--- config.mk ---
export PLATFORM = sky130hd
export DESIGN_NAME = lsb_stego_extractor_top
export DESIGN_NICKNAME = d
export VERILOG_FILES = /design/src/design/lse_pkg.sv /design/src/design/lse_in_stage.sv /design/src/design/lse_parser.sv /design/src/design/lse_out_stage.sv /design/src/design/lsb_stego_extractor_top.sv
export VERILOG_INCLUDE_DIRS = /design/src /design/src/design
export SDC_FILE = /design/constraint.sdc
export NUM_CORES = 1
export LEC_CHECK = 0
export ABC_AREA = 1
export BUFFER_PORTS_ARGS = -buffer_cell sky130_fd_sc_hd__clkbuf_2
export CAP_MARGIN = 10
export CORE_ASPECT_RATIO = 2
export CORE_MARGIN = 3
export CORE_UTILIZATION = 55
export DETAILED_ROUTE_END_ITERATION = 6
export MAX_ROUTING_LAYER = met4
export PLACE_DENSITY = 0.73
export SYNTH_ARGS = -nofsm -noshare
export SYNTH_HDL_FRONTEND = slang
export SYNTH_HIERARCHICAL = 1
export SYNTH_SLANG_ARGS = --single-unit
--- constraint.sdc ---
create_clock -name clk -period 9.77 [get_ports clk]
set_input_delay 0.4885 -clock clk [delete_from_list [all_inputs] [get_ports clk]]
set_output_delay 0.4885 -clock clk [all_outputs]
set_load 0.005 [all_outputs]
--- src/design/assert_macros.svh ---
// Assertion macros shared by the extractor RTL.
`ifndef ASSERT_MACROS_SVH
`define ASSERT_MACROS_SVH

// Check a condition on every clock edge outside reset.
`define LSE_ASSERT_ALWAYS(lbl, clk, rst_n, expr, msg) \
  lbl: assert property (@(posedge clk) disable iff (!rst_n) (expr)) else $error(msg);

// Check a consequent in the same cycle as its antecedent.
`define LSE_ASSERT_IMPLIES(lbl, clk, rst_n, ante, cons, msg) \
  lbl: assert property (@(posedge clk) disable iff (!rst_n) (ante) |-> (cons)) else $error(msg);

// Check a consequent in the cycle after its antecedent.
`define LSE_ASSERT_NEXT(lbl, clk, rst_n, ante, cons, msg) \
  lbl: assert property (@(posedge clk) disable iff (!rst_n) (ante) |=> (cons)) else $error(msg);

`endif

--- src/design/lse_pkg.sv ---
// Types and constants of the LSB message extractor.
`default_nettype none

package lse_pkg;

  localparam int CH_W          = 8;
  localparam int PIXEL_COUNT_W = 27;
  localparam int CAP3_W        = PIXEL_COUNT_W + 2;
  localparam int STATUS_W      = 2;

  localparam logic [STATUS_W-1:0] ST_DATA  = 2'd0;
  localparam logic [STATUS_W-1:0] ST_NONE  = 2'd1;
  localparam logic [STATUS_W-1:0] ST_EMPTY = 2'd2;

  typedef enum logic [1:0] {
    PH_HEADER = 2'd0,
    PH_DATA   = 2'd1,
    PH_DONE   = 2'd2
  } phase_t;

  typedef struct packed {
    logic            first_pixel;
    logic [CH_W-1:0] blue;
    logic [CH_W-1:0] green;
    logic [CH_W-1:0] red;
  } pixel_t;

  typedef struct packed {
    logic [STATUS_W-1:0] status;
    logic                last_byte;
    logic [CH_W-1:0]     message_byte;
  } result_t;

endpackage

`default_nettype wire

--- src/design/lse_in_stage.sv ---
// Input register of the extractor: holds one pixel word for the parser.
`default_nettype none

module lse_in_stage (
  input  logic                       clk,
  input  logic                       rst_n,
  input  logic                       in_tvalid,
  output logic                       in_tready,
  input  logic [23:0]                in_tdata,
  input  logic                       in_tuser,
  input  logic                       take,
  output logic                       pix_valid,
  output lse_pkg::pixel_t            pixel
);
  import lse_pkg::*;

  logic   valid_r, valid_nxt;
  pixel_t pixel_r;

  assign in_tready = !valid_r || take;
  assign pix_valid = valid_r;
  assign pixel     = pixel_r;

  always_comb begin
    valid_nxt = valid_r;
    if (in_tready) begin
      valid_nxt = in_tvalid;
    end
  end

  always_ff @(posedge clk) begin
    if (!rst_n) begin
      valid_r <= 1'b0;
    end else begin
      valid_r <= valid_nxt;
    end
  end

  always_ff @(posedge clk) begin
    if (in_tvalid && in_tready) begin
      pixel_r.red         <= in_tdata[7:0];
      pixel_r.green       <= in_tdata[15:8];
      pixel_r.blue        <= in_tdata[23:16];
      pixel_r.first_pixel <= in_tuser;
    end
  end

endmodule

`default_nettype wire

--- src/design/lse_parser.sv ---
// Header and message parser: consumes three hidden bits per pixel word.
`default_nettype none
`include "assert_macros.svh"

module lse_parser #(
  parameter int HEADER_BITS = 32
) (
  input  logic                                clk,
  input  logic                                rst_n,
  input  logic                                cfg_wr_en,
  input  logic [lse_pkg::PIXEL_COUNT_W-1:0]   cfg_wr_data,
  input  logic                                fire,
  input  lse_pkg::pixel_t                     pixel,
  output logic                                res_valid,
  output lse_pkg::result_t                    res
);
  import lse_pkg::*;

  localparam int HC_W  = $clog2(HEADER_BITS + 1);
  localparam int BL_W  = HEADER_BITS - 3;
  localparam int CMP_W = ((HEADER_BITS > CAP3_W) ? HEADER_BITS : CAP3_W) + 1;

  phase_t                  phase_r, phase_nxt, ph_eff;
  logic [HC_W-1:0]         hc_r, hc_eff, hc_nxt, hdr_rem;
  logic [HEADER_BITS-1:0]  len_r, len_eff, len_nxt;
  logic [BL_W-1:0]         bl_r, bl_nxt, hdr_bytes;
  logic [CH_W-1:0]         bs_r, bs_nxt, byte_v;
  logic [2:0]              bib_r, bib_nxt;
  logic [CAP3_W-1:0]       cap3_r;
  logic [2:0]              bits;
  logic [1:0]              k;
  logic [CMP_W-1:0]        need;
  logic                    hdr_done, hdr_pos, hdr_fits, hdr_go, hdr_empty;
  logic                    live, emit, emit_last;

  assign bits = {pixel.blue[0], pixel.green[0], pixel.red[0]};

  // Header bits first, then the length check on the completed header.
  always_comb begin
    ph_eff  = pixel.first_pixel ? PH_HEADER : phase_r;
    hc_eff  = pixel.first_pixel ? '0 : hc_r;
    len_eff = pixel.first_pixel ? '0 : len_r;
    hdr_rem = HC_W'(HEADER_BITS) - hc_eff;
    if (ph_eff != PH_HEADER) begin
      k = 2'd0;
    end else if (hdr_rem >= HC_W'(3)) begin
      k = 2'd3;
    end else begin
      k = hdr_rem[1:0];
    end
    len_nxt = len_eff;
    for (int i = 0; i < 3; i++) begin
      if (2'(i) < k) begin
        len_nxt = {len_nxt[HEADER_BITS-2:0], bits[i]};
      end
    end
    hc_nxt    = hc_eff + HC_W'(k);
    hdr_done  = (ph_eff == PH_HEADER) && (hc_nxt == HC_W'(HEADER_BITS));
    hdr_pos   = !len_nxt[HEADER_BITS-1] && (|len_nxt);
    need      = CMP_W'(len_nxt) + CMP_W'(HEADER_BITS);
    hdr_fits  = need <= CMP_W'(cap3_r);
    hdr_bytes = len_nxt[HEADER_BITS-1:3];
    hdr_go    = hdr_pos && hdr_fits && (|hdr_bytes);
    hdr_empty = hdr_pos && hdr_fits && !(|hdr_bytes);
  end

  // Message bits that follow, one byte at most per word.
  always_comb begin
    live      = (ph_eff == PH_DATA) || (hdr_done && hdr_go);
    bs_nxt    = hdr_done ? '0 : bs_r;
    bib_nxt   = hdr_done ? '0 : bib_r;
    bl_nxt    = hdr_done ? hdr_bytes : bl_r;
    emit      = 1'b0;
    emit_last = 1'b0;
    byte_v    = '0;
    for (int i = 0; i < 3; i++) begin
      if (live && (2'(i) >= k)) begin
        bs_nxt  = {bs_nxt[CH_W-2:0], bits[i]};
        bib_nxt = bib_nxt + 3'd1;
        if (bib_nxt == 3'd0) begin
          emit      = 1'b1;
          byte_v    = bs_nxt;
          emit_last = (bl_nxt == BL_W'(1));
          bl_nxt    = bl_nxt - BL_W'(1);
          if (emit_last) begin
            live = 1'b0;
          end
        end
      end
    end
  end

  always_comb begin
    case (ph_eff)
      PH_HEADER: begin
        if (hdr_done) begin
          phase_nxt = hdr_go ? PH_DATA : PH_DONE;
        end else begin
          phase_nxt = PH_HEADER;
        end
      end
      PH_DATA: begin
        phase_nxt = emit_last ? PH_DONE : PH_DATA;
      end
      default: begin
        phase_nxt = PH_DONE;
      end
    endcase
  end

  always_comb begin
    res_valid        = (hdr_done && !hdr_go) || emit;
    res.message_byte = emit ? byte_v : '0;
    res.last_byte    = emit && emit_last;
    if (emit) begin
      res.status = ST_DATA;
    end else if (hdr_empty) begin
      res.status = ST_EMPTY;
    end else begin
      res.status = ST_NONE;
    end
  end

  always_ff @(posedge clk) begin
    if (!rst_n) begin
      cap3_r <= '0;
    end else if (cfg_wr_en) begin
      cap3_r <= CAP3_W'({cfg_wr_data, 1'b0}) + CAP3_W'(cfg_wr_data);
    end
  end

  always_ff @(posedge clk) begin
    if (!rst_n) begin
      phase_r <= PH_HEADER;
      hc_r    <= '0;
      len_r   <= '0;
      bl_r    <= '0;
      bs_r    <= '0;
      bib_r   <= '0;
    end else if (fire) begin
      phase_r <= phase_nxt;
      hc_r    <= hc_nxt;
      len_r   <= len_nxt;
      bl_r    <= bl_nxt;
      bs_r    <= bs_nxt;
      bib_r   <= bib_nxt;
    end
  end

  `LSE_ASSERT_IMPLIES(a_hdr_count_range, clk, rst_n, phase_r == PH_HEADER, hc_r < HC_W'(HEADER_BITS), "header count past header length")
  `LSE_ASSERT_IMPLIES(a_data_has_bytes, clk, rst_n, phase_r == PH_DATA, bl_r != '0, "data phase with no bytes left")
  `LSE_ASSERT_NEXT(a_last_ends_msg, clk, rst_n, fire && emit_last, phase_r == PH_DONE, "last byte did not end the message")

endmodule

`default_nettype wire

--- src/design/lse_out_stage.sv ---
// Output register of the extractor: holds one result word until taken.
`default_nettype none

module lse_out_stage (
  input  logic                clk,
  input  logic                rst_n,
  input  logic                load,
  input  lse_pkg::result_t    res,
  output logic                slot_free,
  output logic                out_tvalid,
  input  logic                out_tready,
  output logic [7:0]          out_tdata,
  output logic                out_tlast,
  output logic [1:0]          out_tuser
);
  import lse_pkg::*;

  logic    valid_r, valid_nxt;
  result_t res_r;

  assign slot_free  = !valid_r || out_tready;
  assign out_tvalid = valid_r;
  assign out_tdata  = res_r.message_byte;
  assign out_tlast  = res_r.last_byte;
  assign out_tuser  = res_r.status;

  always_comb begin
    if (load) begin
      valid_nxt = 1'b1;
    end else if (out_tready) begin
      valid_nxt = 1'b0;
    end else begin
      valid_nxt = valid_r;
    end
  end

  always_ff @(posedge clk) begin
    if (!rst_n) begin
      valid_r <= 1'b0;
    end else begin
      valid_r <= valid_nxt;
    end
  end

  always_ff @(posedge clk) begin
    if (load) begin
      res_r <= res;
    end
  end

endmodule

`default_nettype wire

--- src/design/lsb_stego_extractor_top.sv ---
// Top level of the LSB message extractor.
//
// Input channel: one pixel word per transfer. in_tdata carries red, green and
// blue; in_tuser marks the first pixel of an image and restarts parsing.
// The hidden bits are bit 0 of red, green, blue, taken in that order.
// The first HEADER_BITS hidden bits give the message length in bits.
// Result channel: at most one word per pixel. out_tdata is a message byte,
// out_tlast marks the final byte, out_tuser gives the status (data byte,
// no message, empty message). Status words carry a zero byte.
// cfg_wr_en writes pixel_count; write it only while the block is idle.
// The input transfer fills the input register; when the output register is
// free, the parser step loads any result word, which raises out_tvalid.
// Throughput: one pixel word per cycle unless the result channel stalls, set
// by the input and output registers around the combinational parser step.
// Reset clears both registers, the parser to the header phase and
// pixel_count to zero. When out_tready is low while a result is held, the
// parser stalls; in_tready drops when the full input register is not taken.
`default_nettype none

module lsb_stego_extractor_top #(
  parameter int HEADER_BITS = 32
) (
  input  logic        clk,
  input  logic        rst_n,
  input  logic        cfg_wr_en,
  input  logic [26:0] cfg_wr_data,   // pixel_count
  input  logic        in_tvalid,
  output logic        in_tready,
  input  logic [23:0] in_tdata,      // red [7:0], green [15:8], blue [23:16]
  input  logic        in_tuser,      // first_pixel
  output logic        out_tvalid,
  input  logic        out_tready,
  output logic [7:0]  out_tdata,     // message_byte [7:0]
  output logic        out_tlast,     // last_byte
  output logic [1:0]  out_tuser      // status [1:0]
);
  import lse_pkg::*;

  logic    pix_valid, slot_free, fire, res_valid;
  pixel_t  pixel;
  result_t res;

  assign fire = pix_valid && slot_free;

  lse_in_stage u_in (
    .clk       (clk),
    .rst_n     (rst_n),
    .in_tvalid (in_tvalid),
    .in_tready (in_tready),
    .in_tdata  (in_tdata),
    .in_tuser  (in_tuser),
    .take      (fire),
    .pix_valid (pix_valid),
    .pixel     (pixel)
  );

  lse_parser #(
    .HEADER_BITS (HEADER_BITS)
  ) u_parser (
    .clk         (clk),
    .rst_n       (rst_n),
    .cfg_wr_en   (cfg_wr_en),
    .cfg_wr_data (cfg_wr_data),
    .fire        (fire),
    .pixel       (pixel),
    .res_valid   (res_valid),
    .res         (res)
  );

  lse_out_stage u_out (
    .clk        (clk),
    .rst_n      (rst_n),
    .load       (fire && res_valid),
    .res        (res),
    .slot_free  (slot_free),
    .out_tvalid (out_tvalid),
    .out_tready (out_tready),
    .out_tdata  (out_tdata),
    .out_tlast  (out_tlast),
    .out_tuser  (out_tuser)
  );

endmodule

`default_nettype wire
# --- Yosys cells after proc, flatten, opt, wreduce, memory -nomap -nowiden ---
# Index checks and enable logic that the tools add are counted.
classes:
  add_sub_neg: 10
  mux: 54
  reduce_logical: 31
  n_lt_le_gt_ge: 8
  eq_ne: 5
ops:
  columns: ["operator", "n"]
  rows:
  - ["$mux 29", 7]
  - ["$mux 32", 4]
  - ["$eq 29x1->1 const B", 3]
  - ["$sub 29x1->29 const B", 3]
  - ["$mux 8", 6]
  - ["$add 32x6->33 const B", 1]
  - ["$le 33x29->1", 1]
  - ["$reduce_or 32->1", 1]
  - ["$add 28x27->29", 1]
  - ["$reduce_or 29->1", 1]
  - ["$mux 7", 4]
  - ["$mux 1", 20]
  - ["$logic_and 1x1->1", 14]
  - ["$mux 2", 7]
  - ["$mux 3", 4]
  - ["$add 3x1->3 const B", 3]
  - ["$logic_not 3->1", 3]
  - ["$add 6x2->6", 1]
  - ["$eq 6x6->1 const B", 1]
  - ["$ge 6x2->1 const B", 1]
  - ["$mux 6", 1]
  - ["$sub 6x6->6 const A", 1]
  - ["$logic_not 1->1", 5]
  - ["$ge 1x2->1 const A", 2]
  - ["other kinds (8)", 13]
totals:
  input_bits: 57
  regBits: 125

# --- Longest topological paths before layout ---
logic_depth:
  word_depth: 27
  depth_mapped: 64
  mapped_depth_nobuf: 59

# --- Cells and area by module ---
# Netlist, hierarchy kept.
modules_own_cells:
  columns: ["module", "area_per_inst_um2", "cells_per_inst", "seq_area_each_um2", "n_inst"]
  rows:
  - ["lse_parser", 13525.5, 2313, 2162.1, 1]
  - ["lse_in_stage", 802.0, 32, 770.7, 1]
  - ["lse_out_stage", 376.6, 17, 350.3, 1]
  - ["lsb_stego_extractor_top", 17.5, 4, 0.0, 1]

# --- Least setup slack after synthesis ---
# Ideal clock, no wire load.
synth_path:
  kind: "flip-flop to flip-flop"
  startpoint: "reg u_in.pixel_r (netlist bit u_in/pixel[24])"
  endpoint: "reg u_parser.bl_r[20]"
  slack_ps: 1910
  setup_time_ps: 109
  arrival_time_ps: 7750
  stages_incl_launch_ff: 58
  path_cell_list: "edfxtp_1 -> inv_2 -> buf_1 -> buf_1 -> nand2_1 -> ha_1 -> inv_1 -> nand2_1 -> inv_1 -> nor2_4 -> nand4_4 -> nand2_4 -> buf_12 -> buf_8 -> a21oi_1 -> inv_1 -> nand2_1 -> nand2_1 -> [... 22 more ...] -> buf_6 -> xnor2_1 -> ha_1 -> ha_1 -> o2111ai_2 -> nor2_2 -> nand2_2 -> nor2_1 -> nand2_1 -> xor2_2 -> nand2_1 -> nor2_1 -> nand4_2 -> nor2_2 -> xor2_1 -> nand2_1 -> nand2_1 -> inv_1"
synth_via:
  elab_chain_len: 24
  word_cells_on_any_way: 62
  cone_classes: "add/sub (9); order compare (8); eq/ne (4); mux (24); reduce/logical (17)"
synth_rtl:
  columns: ["element", "line", "rtl"]
  rows:
  - ["from (decl)", "lse_in_stage.sv:18", "pixel_t pixel_r;"]
  - ["$mux 6", "lse_parser.sv:41", "hc_eff = pixel.first_pixel ? '0 : hc_r;"]
  - ["$sub 6x6->6", "lse_parser.sv:43", "hdr_rem = HC_W'(HEADER_BITS) - hc_eff;"]
  - ["$ge 6x2->1", "lse_parser.sv:46", "end else if (hdr_rem >= HC_W'(3)) begin"]
  - ["$mux 2", "lse_parser.sv:46", null]
  - ["$mux 2", "lse_parser.sv:44", "if (ph_eff != PH_HEADER) begin"]
  - ["$lt 1x2->1", "lse_parser.sv:53", "if (2'(i) < k) begin"]
  - ["$mux 32 (2 in a row)", "lse_parser.sv:53", null]
  - ["$mux 32 *", "lse_parser.sv:53", null]
  - ["via u_parser.len_nxt[5]", "lse_parser.sv:25", "logic [HEADER_BITS-1:0] len_r, len_eff, len_nxt;"]
  - ["branches (longest 14 deep; another with $add 32x6->33)", null, null]
  - ["$mux 29 *", "lse_parser.sv:77", "if (live && (2'(i) >= k)) begin"]
  - ["to (signal assigned)", "lse_parser.sv:144", "bl_r <= bl_nxt;"]
  - ["to (decl)", "lse_parser.sv:26", "logic [BL_W-1:0] bl_r, bl_nxt, hdr_bytes;"]
# Mark *: on every way through the listed nets, which the timed path passes.
# A chain may end at the register's enable or synchronous reset.

# --- Worst setup path in the final report ---
layout_path:
  startpoint: "reg u_in.pixel_r (netlist bit u_in/pixel[24])"
  endpoint: "reg u_parser.bl_r[19]"
layout_via:
  elab_chain_len: 24
  word_cells_on_any_way: 62
  cone_classes: "add/sub (9); order compare (8); eq/ne (4); mux (24); reduce/logical (17)"
layout_rtl:
  columns: ["element", "line"]
  rows:
  - ["branches (longest 23 deep; another with $add 32x6->33)", null]
  - ["$mux 29 *", "lse_parser.sv:77"]
# Mark *: on every way between the ends.

==> run_results.csv <==
group,metric,value,unit
synth,synth_nets,2479,
finish,num-nets-final,2498,
synth,synth_warnings,6,
hold_path,hold_depth,1,
routing,vias_per_cell,5.68,
place,place_area,14500,µm²
synth,syn_area,14100,µm²
worst_setup_path,r2r-start,"u_in/pixel[24]",
grt,track_usage,37.4,%
finish,n_antenna_cell,0,
routing,wl_per_cell,19.0,µm
job,cap_violations,0,
cts,cts_buffer_depth,2,
synth,synth_cells,2345,
hold_path,min_from,"in_tuser",
hold_path,holdPathEnd,"u_in/pixel[24]",
worst_setup_path,crit_type,"reg2reg",
timing,slew_headroom,29.9,%
finish,drive_above_1_share,11.9,%
timing,period_minus_slack,8960,ps
place,dpl.hpwl,40.2,mm
floorplan,die_w,119,µm
cts,numCtsBuffers,17,
worst_setup_path,ff2ff_setup_slack,810,ps
routing,drt_iter0_markers,1062,
worst_setup_path,slowest_stage,"edfxtp_1",
floorplan,start_util,56.1,%
timing,clock_skew,13.1,ps
grt,grt-busiest-layer,"met2",
timing,rsz0062_at_grt,"false",
cts,cts_sinks,125,
finish,final_core_util,60.6,%
place,numPortBuffers,48,
timing,fin_crit_sh,91.7,%
grt,grt_pass1_vias,14481,
cts,tritoncts,"built",
floorplan,ios,70,
place,place.gp.congestion,1.10,
power_and_ir_drop,ir_drop,0.140,mV
timing,tns,0,ps
worst_setup_path,start_kind,"flop",
power_and_ir_drop,powerDensity,135,nW/µm²
timing,setup_viol,0,
worst_setup_path,worstReg2RegEnd,"u_parser/bl_r[19]",
routing,drt_first_pass_iters,6,
cts,cts_hold_buffers,0,
grt,use_met1,34.5,%
worst_setup_path,cp_max_fo,32,
cts,clockRootBuffer,"clkbuf_16",
worst_setup_path,cpMostUsedCell,"nand2_1",
floorplan,core_region_area,25100,µm²
finish,final_cell_area,15200,µm²
grt,antenna_found_initial,0,
cts,clkLatencyLatePin,450,ps
status,status,"finished clean",
cts,clkTransAtPathRegs,60,ps
grt,overflow,0,
routing,num_vias,15423,
worst_setup_path,ff2ff_path_depth,51,
grt,use_met3,5.22,%
timing,slew_violations,0,
power_and_ir_drop,total_leakage_power,0.00788,µW
timing,fmax,0.112,GHz
synth,syn_area_per_cell,6.01,µm²
grt,grt_pass1_wl,77.5,mm
grt,grt_max_degree,97,
finish,area_growth_syn_to_layout,8.06,%
routing,drcViolationCount,0,
grt,grt_use_met2,67.9,%
hold_path,hp-class,"in2reg",
worst_setup_path,cp-end-kind,"flop",
routing,routed_wl,51.4,mm
routing,ant_nets,0,
worst_setup_path,cp_slowest_stage_delay,500,ps
timing,worstMarginPinSlew,1050,ps
worst_setup_path,cp_data_arrival_time,9250,ps
cts,cts_max_level,4,
floorplan,die_h,232,µm
floorplan,num_rows,82,
worst_setup_path,required,10060,ps
timing,finalHoldViolations,0,
floorplan,die_area,27700,µm²
## timing repair
action                                 in CTS  in global routing
resized for setup                           0                  9
setup endpoints to repair                   0                 43
endpoints found under the hold margin       0                  0
setup buffers                               0                  8
## metrics by stage
| stage | std cells | worst slack (ps) | hold slack, ps | total power, µW |
|---|---|---|---|---|
| 2_1_floorplan | 2345 | 1910 | 440 | 1140 |
| 3_3_place_gp | 2672 | 566 | 453 | 1350 |
| 3_5_place_dp | 2672 | 473 | 456 | 1360 |
| 4_1_cts | 2704 | 434 | 197 | 2030 |
| 5_1_grt | 2713 | 57.8 | 199 | 2160 |
| 6_report | 2713 | 807 | 214 | 2050 |
## registers in the layout, indices dropped and copies added, names as in the netlist
| signal | count |
|---|---|
| u_in/pix_valid | 1 |
| u_in/pixel | 4 |
| u_out/out_tdata | 8 |
| u_out/out_tlast | 1 |
| u_out/out_tuser | 2 |
| u_out/out_tvalid | 1 |
| u_parser/bib_r | 3 |
| u_parser/bl_r | 29 |
| u_parser/bs_r | 7 |
| u_parser/cap3_r | 29 |
| u_parser/hc_r | 6 |
| u_parser/len_r | 32 |
| u_parser/phase_r | 2 |
## how the worst max path moves through the flow
| stage | from | end | slack (ps) |
|---|---|---|---|
| after global placement | u_in/pixel[24] | u_parser/bl_r[22] | 570 |
| final | u_in/pixel[24] | u_parser/bl_r[19] | 810 |
| after global routing | u_in/pixel[24] | u_parser/bl_r[9] | 60 |
| after detailed placement | u_in/pixel[24] | u_parser/bl_r[22] | 470 |
| after CTS | u_in/pixel[24] | u_parser/bl_r[22] | 430 |
| after floorplan | u_in/pixel[24] | u_parser/bl_r[20] | 1910 |
## routing by layer
layer / wire length [µm] / share of wire (%)
met3: 2500 / 4.9
met5: 0 / 0
met2: 27000 / 53
met4: 4770 / 9.3
met1: 17100 / 33
## critical path: cells and delay by family (launching register included)
kind,cells,cell delay [ps]
simple gates,28,4100
buf+inv,10,1590
compound gates,6,960
fa+ha+maj,4,900
xor+xnor,3,730
flops,1,500
## cell usage in the layout, fill, tap and decap left out, types with 5 or more instances in the layout
cell	instances
nor2_2	32
a21boi_0	6
nand2_2	38
nand3b_1	5
nand2_1	550
nand2_4	7
a21oi_1	178
nor3_1	30
nor2_1	235
edfxtp_1	15
inv_1	345
buf_4	39
ha_1	75
nand3_1	174
xnor2_1	19
nor2_4	14
a21oi_2	8
nand3_2	10
dfxtp_1	110
inv_2	25
o21bai_1	12
o21ai_1	12
clkbuf_2	48
o21ai_0	162
nand4_1	39
clkbuf_16	17
xor2_1	74
o211ai_1	23
## power by group
part | total [µW] | internal (µW) | switching [µW]
Sequential | 572 | 555 | 16.7
Combinational | 815 | 246 | 569
Clock | 666 | 404 | 262
Total | 2050 | 1200 | 848
## layout make-up
class	count	area [µm²]
clock inverters	15	185
multi-input cells	1759	9580
flip-flops and latches	125	2650
clock buffers	17	425
inverters	373	1400
well taps	336	420
fillers	2596	9910
repair buffers	88	561
(Power assumes the default switching activity.)
